## src/rtl/core/gww_pkg.sv

```systemverilog
// Shared types, constants and helper functions for the greedy word wrap unit.
package gww_pkg;

  localparam int unsigned CHAR_W  = 8;
  localparam int unsigned PADDR_W = 3;
  localparam int unsigned PDATA_W = 32;

  localparam logic [CHAR_W-1:0] CHAR_SPACE   = 8'h20;
  localparam logic [CHAR_W-1:0] CHAR_NEWLINE = 8'h0A;
  localparam logic [CHAR_W-1:0] CHAR_NUL     = 8'h00;
  localparam logic [CHAR_W-1:0] CHAR_TAB     = 8'h09;
  localparam logic [CHAR_W-1:0] CHAR_CR      = 8'h0D;

  localparam logic [CHAR_W-1:0] LINE_WIDTH_RST = 8'd80;

  // Register index taken from paddr[2]
  localparam logic REG_LINE_WIDTH = 1'b0;

  typedef struct packed {
    logic [CHAR_W-1:0] in_char;
    logic              end_of_text;
  } in_item_t;

  typedef struct packed {
    logic [CHAR_W-1:0] out_char;
    logic              last_of_run;
    logic              failure;
  } out_item_t;

  typedef struct packed {
    logic              wr;
    logic [CHAR_W-1:0] width;
  } cfg_wr_t;

  typedef enum logic [2:0] {
    StIdle,
    StPre1,
    StPre2,
    StRead,
    StSend
  } wrap_state_e;

  function automatic logic is_ws(input logic [CHAR_W-1:0] c);
    return (c == CHAR_SPACE) || ((c >= CHAR_TAB) && (c <= CHAR_CR));
  endfunction

  function automatic logic [CHAR_W-1:0] eff_width(input logic [CHAR_W-1:0] w);
    return (w == '0) ? CHAR_W'(1) : w;
  endfunction

endpackage

```

## src/rtl/core/gww_stream_if.sv

```systemverilog
// Valid/ready stream channel carrying one item of a chosen payload type.
interface gww_stream_if
  import gww_pkg::*;
#(
  parameter type payload_t = in_item_t
) ();

  logic     valid;
  logic     ready;
  payload_t payload;

  modport source (output valid, output payload, input ready);
  modport sink   (input valid, input payload, output ready);

endinterface

```

## src/rtl/core/gww_word_mem.sv

```systemverilog
// Word buffer memory: one write port, one read port with registered data.
module gww_word_mem
  import gww_pkg::*;
#(
  parameter int unsigned DEPTH  = 32,
  parameter int unsigned ADDR_W = 5
) (
  input  logic              clk_i,
  input  logic              we_i,
  input  logic [ADDR_W-1:0] waddr_i,
  input  logic [CHAR_W-1:0] wdata_i,
  input  logic              re_i,
  input  logic [ADDR_W-1:0] raddr_i,
  output logic [CHAR_W-1:0] rdata_o
);

  logic [CHAR_W-1:0] mem [DEPTH];
  logic [CHAR_W-1:0] rdata_q;

  always_ff @(posedge clk_i) begin
    if (we_i) begin
      mem[waddr_i] <= wdata_i;
    end
  end

  always_ff @(posedge clk_i) begin
    if (re_i) begin
      rdata_q <= mem[raddr_i];
    end
  end

  assign rdata_o = rdata_q;

endmodule

```

## src/rtl/core/gww_apb_regs.sv

```systemverilog
// APB configuration register file holding the line width.
module gww_apb_regs
  import gww_pkg::*;
(
  input  logic               clk_i,
  input  logic               rst_ni,
  input  logic               psel,
  input  logic               penable,
  input  logic               pwrite,
  input  logic [PADDR_W-1:0] paddr,
  input  logic [PDATA_W-1:0] pwdata,
  output logic [PDATA_W-1:0] prdata,
  output logic               pready,
  output logic [CHAR_W-1:0]  line_width_o,
  output cfg_wr_t            cfg_o
);

  logic [CHAR_W-1:0] line_width_q, line_width_d;
  logic              wr_hit;

  assign wr_hit = psel && penable && pwrite && (paddr[2] == REG_LINE_WIDTH);

  always_comb begin
    line_width_d = line_width_q;
    if (wr_hit) begin
      line_width_d = pwdata[CHAR_W-1:0];
    end
  end

  always_ff @(posedge clk_i or negedge rst_ni) begin
    if (!rst_ni) begin
      line_width_q <= LINE_WIDTH_RST;
    end else begin
      line_width_q <= line_width_d;
    end
  end

  assign pready       = 1'b1;
  assign prdata       = (paddr[2] == REG_LINE_WIDTH) ?
                        {{(PDATA_W-CHAR_W){1'b0}}, line_width_q} : '0;
  assign line_width_o = line_width_q;
  assign cfg_o.wr     = wr_hit;
  assign cfg_o.width  = pwdata[CHAR_W-1:0];

endmodule

```

## src/rtl/core/greedy_word_wrap_unit.sv

```systemverilog
// Greedy word wrap unit: word buffer sequencer, output register and configuration.
//
// Usage: text bytes arrive one per item on item_i (in_char, end_of_text) and
// the wrapped text leaves one byte per item on result_o (out_char,
// last_of_run, failure). Both channels transfer on valid && ready. The line
// width is set through the APB port at byte address 0 while the unit is idle;
// a write also starts a fresh line.
// Sequencing: an item that emits nothing is only accepted. A blank-line item
// is followed by two newlines from StPre1 and StPre2. A word that ends is
// sent as an optional space or newline from StPre1, then StRead reads the
// first byte and StSend hands out one byte per cycle from the single read
// port of the word memory whenever the output register can take a byte.
// A new item is accepted only after the previous one has handed all its
// bytes to the output register; the last byte may still wait there.
// Reset: clears the sequencer, the word length, the newline count, the
// previous byte and the failure flag, and sets the width to 80. The word
// memory is not cleared; only written entries are read.
// Stall: when result_o.ready is low the output register holds its byte and,
// once it is full, the sequencer waits with the memory read data held.
module greedy_word_wrap_unit
  import gww_pkg::*;
#(
  parameter int unsigned MAX_WORD = 32
) (
  input  logic               clk_i,
  input  logic               rst_ni,
  gww_stream_if.sink         item_i,
  gww_stream_if.source       result_o,
  input  logic               psel,
  input  logic               penable,
  input  logic               pwrite,
  input  logic [PADDR_W-1:0] paddr,
  input  logic [PDATA_W-1:0] pwdata,
  output logic [PDATA_W-1:0] prdata,
  output logic               pready
);

  localparam int unsigned LEN_W  = $clog2(MAX_WORD + 1);
  localparam int unsigned ADDR_W = (MAX_WORD > 1) ? $clog2(MAX_WORD) : 1;
  localparam logic [LEN_W-1:0] MaxLen = LEN_W'(MAX_WORD);

  wrap_state_e       state_q, state_d;
  logic [LEN_W-1:0]  word_len_q, word_len_d;
  logic [CHAR_W-1:0] width_left_q, width_left_d;
  logic [1:0]        nl_run_q, nl_run_d;
  logic [CHAR_W-1:0] prev_q, prev_d;
  logic              fail_q, fail_d;
  logic [CHAR_W-1:0] pre_char_q, pre_char_d;
  logic              nl2_q, nl2_d;
  logic [LEN_W-1:0]  send_len_q, send_len_d;
  logic [LEN_W-1:0]  idx_q, idx_d;
  logic              out_valid_q, out_valid_d;
  out_item_t         out_q, out_d;

  logic [CHAR_W-1:0] line_width;
  cfg_wr_t           cfg;

  logic              acc, ws, do_emit, at_start, fits, too_long, can_load, load;
  logic [CHAR_W-1:0] c, w;
  logic [CHAR_W:0]   len_x, w_x;
  logic [CHAR_W-1:0] wl_fresh, wl_after_sp;
  logic [1:0]        nl_tmp;
  logic              we, re;
  logic [LEN_W-1:0]  rd_idx, idx_inc;
  logic [CHAR_W-1:0] rdata;

  gww_apb_regs u_regs (
    .clk_i        (clk_i),
    .rst_ni       (rst_ni),
    .psel         (psel),
    .penable      (penable),
    .pwrite       (pwrite),
    .paddr        (paddr),
    .pwdata       (pwdata),
    .prdata       (prdata),
    .pready       (pready),
    .line_width_o (line_width),
    .cfg_o        (cfg)
  );

  gww_word_mem #(
    .DEPTH  (MAX_WORD),
    .ADDR_W (ADDR_W)
  ) u_mem (
    .clk_i   (clk_i),
    .we_i    (we),
    .waddr_i (word_len_q[ADDR_W-1:0]),
    .wdata_i (c),
    .re_i    (re),
    .raddr_i (rd_idx[ADDR_W-1:0]),
    .rdata_o (rdata)
  );

  assign item_i.ready = (state_q == StIdle);
  assign acc          = item_i.valid && item_i.ready;
  assign c            = item_i.payload.in_char;
  assign ws           = is_ws(c);
  assign w            = eff_width(line_width);
  assign len_x        = (CHAR_W+1)'(word_len_q);
  assign w_x          = {1'b0, w};
  assign at_start     = (width_left_q == w);
  assign fits         = (len_x + 1'b1) < {1'b0, width_left_q};
  assign too_long     = len_x > w_x;
  assign wl_fresh     = (len_x >= w_x) ? '0 : (w - CHAR_W'(word_len_q));
  assign wl_after_sp  = width_left_q - CHAR_W'(len_x + 1'b1);
  assign do_emit      = (item_i.payload.end_of_text || (ws && (prev_q != CHAR_SPACE)))
                        && (word_len_q != '0);
  assign nl_tmp       = ((c == CHAR_NEWLINE) && (nl_run_q < 2'd2)) ? nl_run_q + 2'd1
                                                                   : nl_run_q;
  assign can_load     = !out_valid_q || result_o.ready;
  assign idx_inc      = idx_q + 1'b1;

  always_comb begin
    state_d      = state_q;
    word_len_d   = word_len_q;
    width_left_d = width_left_q;
    nl_run_d     = nl_run_q;
    prev_d       = prev_q;
    fail_d       = fail_q;
    pre_char_d   = pre_char_q;
    nl2_d        = nl2_q;
    send_len_d   = send_len_q;
    idx_d        = idx_q;
    we           = 1'b0;
    re           = 1'b0;
    rd_idx       = idx_q;
    load         = 1'b0;
    out_d        = out_q;

    unique case (state_q)
      StIdle: begin
        if (acc) begin
          if (do_emit) begin
            send_len_d = word_len_q;
            idx_d      = '0;
            nl2_d      = 1'b0;
            word_len_d = '0;
            priority if (at_start) begin
              state_d      = StRead;
              fail_d       = fail_q | too_long;
              width_left_d = wl_fresh;
            end else if (fits) begin
              state_d      = StPre1;
              pre_char_d   = CHAR_SPACE;
              width_left_d = wl_after_sp;
            end else begin
              state_d      = StPre1;
              pre_char_d   = CHAR_NEWLINE;
              fail_d       = fail_q | too_long;
              width_left_d = wl_fresh;
            end
          end
          if (item_i.payload.end_of_text) begin
            word_len_d   = '0;
            nl_run_d     = '0;
            prev_d       = CHAR_NUL;
            width_left_d = w;
          end else begin
            prev_d = c;
            if (ws) begin
              nl_run_d = nl_tmp;
            end else begin
              nl_run_d = '0;
              if (nl_tmp >= 2'd2) begin
                state_d      = StPre1;
                pre_char_d   = CHAR_NEWLINE;
                nl2_d        = 1'b1;
                width_left_d = w;
              end
              if (word_len_q < MaxLen) begin
                we         = 1'b1;
                word_len_d = word_len_q + 1'b1;
              end else begin
                fail_d = 1'b1;
              end
            end
          end
        end else if (cfg.wr) begin
          width_left_d = eff_width(cfg.width);
        end
      end
      StPre1: begin
        if (can_load) begin
          load    = 1'b1;
          out_d   = '{out_char: pre_char_q, last_of_run: 1'b0, failure: fail_q};
          state_d = nl2_q ? StPre2 : StRead;
        end
      end
      StPre2: begin
        if (can_load) begin
          load    = 1'b1;
          out_d   = '{out_char: CHAR_NEWLINE, last_of_run: 1'b1, failure: fail_q};
          state_d = StIdle;
        end
      end
      StRead: begin
        re      = 1'b1;
        state_d = StSend;
      end
      StSend: begin
        if (can_load) begin
          load  = 1'b1;
          out_d = '{out_char: rdata, last_of_run: (idx_inc == send_len_q),
                    failure: fail_q};
          if (idx_inc == send_len_q) begin
            state_d = StIdle;
          end else begin
            idx_d  = idx_inc;
            re     = 1'b1;
            rd_idx = idx_inc;
          end
        end
      end
      default: state_d = StIdle;
    endcase

    if (load) begin
      out_valid_d = 1'b1;
    end else if (result_o.ready) begin
      out_valid_d = 1'b0;
    end else begin
      out_valid_d = out_valid_q;
    end
  end

  always_ff @(posedge clk_i or negedge rst_ni) begin
    if (!rst_ni) begin
      state_q      <= StIdle;
      word_len_q   <= '0;
      width_left_q <= LINE_WIDTH_RST;
      nl_run_q     <= '0;
      prev_q       <= CHAR_NUL;
      fail_q       <= 1'b0;
      pre_char_q   <= CHAR_NUL;
      nl2_q        <= 1'b0;
      send_len_q   <= '0;
      idx_q        <= '0;
      out_valid_q  <= 1'b0;
    end else begin
      state_q      <= state_d;
      word_len_q   <= word_len_d;
      width_left_q <= width_left_d;
      nl_run_q     <= nl_run_d;
      prev_q       <= prev_d;
      fail_q       <= fail_d;
      pre_char_q   <= pre_char_d;
      nl2_q        <= nl2_d;
      send_len_q   <= send_len_d;
      idx_q        <= idx_d;
      out_valid_q  <= out_valid_d;
    end
  end

  always_ff @(posedge clk_i) begin
    out_q <= out_d;
  end

  assign result_o.valid   = out_valid_q;
  assign result_o.payload = out_q;

  a_len_bound: assert property (@(posedge clk_i) disable iff (!rst_ni)
    word_len_q <= MaxLen)
    else $error("word length beyond buffer depth");

  a_idx_bound: assert property (@(posedge clk_i) disable iff (!rst_ni)
    (state_q == StSend || state_q == StRead) |-> (idx_q < send_len_q))
    else $error("read index past word end");

  a_width_bound: assert property (@(posedge clk_i) disable iff (!rst_ni)
    width_left_q <= w)
    else $error("width left exceeds line width");

  a_fail_sticky: assert property (@(posedge clk_i) disable iff (!rst_ni)
    fail_q |=> fail_q)
    else $error("failure flag dropped");

  a_end_clears: assert property (@(posedge clk_i) disable iff (!rst_ni)
    (acc && item_i.payload.end_of_text) |=> (word_len_q == '0 && nl_run_q == '0))
    else $error("end marker left word state");

endmodule

```

## src/flat_wrapper.sv

```systemverilog
// flat-port wrapper written by rule: the top's interface ports become plain ports
module greedy_word_wrap_unit_flat import gww_pkg::*;
#(
  parameter int unsigned MAX_WORD = 32
)
  (clk_i, rst_ni, psel, penable, pwrite, paddr, pwdata, prdata, pready, item_i_valid, item_i_payload, item_i_ready, result_o_valid, result_o_payload, result_o_ready);
  gww_stream_if #(.payload_t(in_item_t)) item_i_i ();
  gww_stream_if #(.payload_t(out_item_t)) result_o_i ();
  input  logic clk_i;
  input  logic rst_ni;
  input  logic psel;
  input  logic penable;
  input  logic pwrite;
  input  logic [PADDR_W-1:0] paddr;
  input  logic [PDATA_W-1:0] pwdata;
  output logic [PDATA_W-1:0] prdata;
  output logic pready;
  input wire logic [$bits(item_i_i.valid)-1:0] item_i_valid;
  input wire logic [$bits(item_i_i.payload)-1:0] item_i_payload;
  output wire logic [$bits(item_i_i.ready)-1:0] item_i_ready;
  output wire logic [$bits(result_o_i.valid)-1:0] result_o_valid;
  output wire logic [$bits(result_o_i.payload)-1:0] result_o_payload;
  input wire logic [$bits(result_o_i.ready)-1:0] result_o_ready;
  assign item_i_i.valid = item_i_valid;
  assign item_i_i.payload = item_i_payload;
  assign item_i_ready = item_i_i.ready;
  assign result_o_valid = result_o_i.valid;
  assign result_o_payload = result_o_i.payload;
  assign result_o_i.ready = result_o_ready;
  greedy_word_wrap_unit #(.MAX_WORD(MAX_WORD)) u_core (.clk_i(clk_i), .rst_ni(rst_ni), .item_i(item_i_i), .result_o(result_o_i), .psel(psel), .penable(penable), .pwrite(pwrite), .paddr(paddr), .pwdata(pwdata), .prdata(prdata), .pready(pready));
endmodule
```

## config.mk

```make
export PLATFORM = sky130hd
export DESIGN_NAME = greedy_word_wrap_unit_flat
export DESIGN_NICKNAME = d
export VERILOG_FILES = /design/src/rtl/core/gww_pkg.sv /design/src/rtl/core/gww_stream_if.sv /design/src/rtl/core/gww_word_mem.sv /design/src/rtl/core/gww_apb_regs.sv /design/src/rtl/core/greedy_word_wrap_unit.sv /design/src/flat_wrapper.sv
export SDC_FILE = /design/constraint.sdc
export NUM_CORES = 1
export LEC_CHECK = 0
export ABC_AREA = 1
export BUFFER_PORTS_ARGS = -buffer_cell sky130_fd_sc_hd__clkbuf_2
export CAP_MARGIN = 15
export CORE_MARGIN = 1
export CORE_UTILIZATION = 60
export CTS_BUF_LIST = sky130_fd_sc_hd__clkbuf_16
export DETAILED_ROUTE_END_ITERATION = 10
export PLACE_DENSITY = 0.79
export SETUP_SLACK_MARGIN = 0.05
export SLEW_MARGIN = 20
export SYNTH_ARGS = -nofsm -noshare
export SYNTH_HDL_FRONTEND = slang
export SYNTH_HIERARCHICAL = 1
export SYNTH_SLANG_ARGS = --single-unit
```

## constraint.sdc

```tcl
create_clock -name clk_i -period 5.2 [get_ports clk_i]
set_input_delay 0.78 -clock clk_i [delete_from_list [all_inputs] [get_ports clk_i]]
set_output_delay 0.78 -clock clk_i [all_outputs]
set_load 0.02 [all_outputs]
```

==> impl_metrics.json <==
{
  "grt_use_met1_pct": 37.7,
  "rsz0062_at_grt": "false",
  "max-clock-path-buffers": 3,
  "max_slew_margin_pct": 43.6,
  "cts-root-buf": "clkbuf_16",
  "ys_seq_elements": 332,
  "gr-total-overflow": 0,
  "fmax_ghz": 0.232,
  "comb_power_share_pct": 40.6,
  "ff2ff_setup_slack_ns": 0.89,
  "synth_ff_type": "edfxtp_1",
  "power_density_nw_per_um2": 561,
  "worstPathRequired_ns": 5.57,
  "worst_slew_pin_slew_ns": 0.844,
  "wl_um": 35500,
  "use_met2_pct": 43.2,
  "drc": 0,
  "fin_nets": 1688,
  "end_kind": "flip-flop",
  "regArea_um2": 9680,
  "grt_max_degree": 66,
  "synth-xor-area-share_pct": 1.10,
  "track_usage_pct": 26.9,
  "drive_gt1_share_pct": 9.82,
  "critPathMaxFanout": 65,
  "die_y_um": 165,
  "async_reset_ff_share_pct": 17.5,
  "ir_drop_v": 0.000399,
  "worstSetupPathType": "flip-flop to flip-flop",
  "place_congestion": 0.925,
  "critPathArrivalTime_ns": 4.67,
  "ant_nets": 0,
  "clock_skew_ns": 0.0143,
  "top_usage_layer": "met2",
  "multiInputGateArea_um2": 5160,
  "die_w_um": 165,
  "final_util_pct": 65.6,
  "vias": 11400,
  "fillers": 1998,
  "yosys_warnings": 6,
  "drt_first_pass_iters": 5,
  "num_rows": 59,
  "whs_ns": 0.432,
  "synthesis.instances": 1590,
  "cts_sinks": 332,
  "r2r_start": "u_core/idx_q[0]",
  "min_period_over_period_pct": 82.8,
  "cts-resized-gates": 0,
  "synth_edf_count": 274,
  "place_hpwl_um": 22300,
  "clkTransAtPathRegs_ns": 0.06,
  "synthAdderAreaFrac_pct": 2.06,
  "cts_tree": "built",
  "synth_top_family_by_area": "simple AND/OR/NAND/NOR gates",
  "yosysSeqAreaShare_pct": 60.9,
  "syn_to_final_growth_pct": 7.48,
  "status": "completed",
  "synth_cell_types": 46,
  "grt_pass1_wl_um": 55600,
  "regToRegEndpoint": "u_core/u_mem/rdata_o[1]",
  "synthMuxAreaShare_pct": 0,
  "cts_setup_buffers": 0,
  "drv_slew": 0,
  "num_io_pins": 96,
  "initial_core_util_pct": 61.0,
  "core_um2": 26100,
  "pwr-share-seq_pct": 35.8,
  "p_sw_w": 0.00392,
  "antenna_cells": 0,
  "port_buffers": 44,
  "p_leak_nw": 7.01,
  "synth.avg_cell_area_um2": 10.0,
  "pwr-share-clk_pct": 23.6,
  "synth_compound_area_share_pct": 4.19,
  "setup-tns-final_ns": 0,
  "period_needed_ns": 4.31,
  "htreeDepth": 2,
  "netSwitchingFraction_pct": 40.9,
  "setup_viol": 0,
  "reg2reg_depth": 18,
  "cts_buffers": 35,
  "cts_hold_buf": 0,
  "min_path_type": "input port to asynchronous set/reset pin",
  "first_iter_violations": 1454,
  "crit_start": "u_core/idx_q[0]",
  "grt_pass1_vias": 10700,
  "clk_latency_ns": 0.52,
  "startpoint_type": "flip-flop",
  "synthesis.area_um2": 15900,
  "drt-vias-per-instance": 5.76,
  "routedWlPerCell_um": 18.0,
  "power.internal_w": 0.00567,
  "groute.layer.met3.usage_pct": 3.67,
  "synth-simple-area-share_pct": 24.4,
  "max-cap-violations": 0,
  "die_area_um2": 27200,
  "antenna_found_initial": 0,
  "hold_violations": 0
}
[per-layer routing]
metal  wire [um]  up-vias
met5           0        -
met4        1050        0
met3        2750       82
met2       16900      503
met1       14800     5436
li1            -     5357
[logic make-up (layout without fill, tap and decap cells)]
logic type,after synthesis,in the layout
and+or+nand+nor,886,886
DFF,332,332
AOI/OAI and AO/OA,115,115
adders and majority gates,25,25
buffers and inverters,210,236
xor gates and xnor gates,20,20
other,2,25
[worst max-delay path: stages (launching register included)]
cell     delay [ns]
dfrtp_1        0.45
ha_1           0.25
nand3_1        0.11
xor2_1         0.29
xor2_1         0.28
nand3_4        0.20
nand3_1        0.12
nand3_1        0.15
o21ai_4        0.11
buf_4          0.58
buf_4          0.67
nand2_1        0.13
nand3_1        0.13
nand3_1        0.11
nand2_1        0.16
nand2_1        0.07
nand2_1        0.07
nand2_1        0.08
nand2_1        0.11
[final cells by class]
cell class | instances | share of cell area [%]
Sequential cell | 332 | 56.7
Multi-Input combinational cell | 1071 | 30.2
Clock buffer | 37 | 5.42
Tap cell | 335 | 2.45
Inverter | 111 | 2.45
Timing Repair Buffer | 61 | 2.04
Clock inverter | 27 | 0.740
[registers in the layout, summed over array words and instances, names as in the netlist, 2 cells and up]
register and count:
u_core/nl_run_q 2, u_core/width_left_q 8, u_core/u_mem/mem 256, u_core/word_len_q 6
u_core/pre_char_q 8, u_core/result_o.payload 10, u_core/u_regs/line_width_o 8, u_core/idx_q 6
u_core/prev_q 8, u_core/state_q 3, u_core/u_mem/rdata_o 8, u_core/send_len_q 6
[metrics by stage]
stage                     total power (W)  worst slack, ns  cell area (um^2)  cells
after global routing               0.0102            0.551             17100   1974
after floorplan                   0.00642             2.46             16000   1613
after global placement            0.00717             1.15             16000   1910
final                             0.00959            0.892             17100   1974
after detailed placement          0.00729             1.03             16000   1910
after CTS                         0.00956            0.986             17100   1974
[power by group through the flow]
stage               logic [W]  clock network [W]  registers (W)
floorplan             0.00295                  0        0.00347
global placement      0.00370                  0        0.00347
detailed placement    0.00381                  0        0.00348
CTS                   0.00385            0.00228        0.00343
global route          0.00430            0.00240        0.00346
finish                0.00390            0.00227        0.00343
[cells in the final DEF, fill, tap and decap left out, types with 6 or more instances in the layout]
master,instances
o21ai_1,15
clkbuf_2,44
inv_2,13
clkinv_1,6
ha_1,23
nor3_1,8
nand3_1,255
clkinv_2,7
nand2_1,506
xnor2_1,7
conb_1,25
o21ai_0,31
xor2_1,13
nor2_2,6
inv_1,110
o22ai_1,11
a21oi_1,37
buf_4,17
nor2_1,80
clkbuf_16,37
edfxtp_1,274
dfrtp_1,54
nand4_1,8
[Yosys cell counts, types with 3 or more instances]
| master | count | area share (%) |
|---|---|---|
| a21oi_1 | 37 | 1.2 |
| buf_2 | 19 | 0.60 |
| buf_4 | 39 | 1.8 |
| buf_6 | 27 | 1.9 |
| clkbuf_1 | 12 | 0.28 |
| dfrtp_1 | 54 | 8.5 |
| dfstp_2 | 4 | 0.66 |
| edfxtp_1 | 274 | 52 |
| ha_1 | 23 | 1.8 |
| inv_1 | 97 | 2.3 |
| inv_2 | 14 | 0.33 |
| nand2_1 | 506 | 12 |
| nand2_2 | 4 | 0.16 |
| nand2_4 | 5 | 0.35 |
| nand3_1 | 255 | 8.0 |
| nand4_1 | 8 | 0.31 |
| nor2_1 | 80 | 1.9 |
| nor2_2 | 6 | 0.24 |
| nor2_4 | 5 | 0.35 |
| nor2_8 | 3 | 0.38 |
| nor3_1 | 8 | 0.25 |
| o21ai_0 | 35 | 1.1 |
| o21ai_1 | 14 | 0.44 |
| o22ai_1 | 11 | 0.43 |
| xnor2_1 | 7 | 0.39 |
| xor2_1 | 13 | 0.72 |
[worst max path at each step]
stage	to	slack, ns	cells past startpoint
6_report	u_core/u_mem/rdata_o[1]	0.89	18
5_1_grt	u_core/u_mem/rdata_o[4]	0.55	18
4_1_cts	u_core/u_mem/rdata_o[7]	0.99	18
3_5_place_dp	u_core/u_mem/rdata_o[1]	1.03	18
3_3_place_gp	u_core/u_mem/rdata_o[4]	1.15	20
2_1_floorplan	u_core/u_mem/rdata_o[6]	2.46	21
Note: power is estimated with default switching activity, not from simulation.
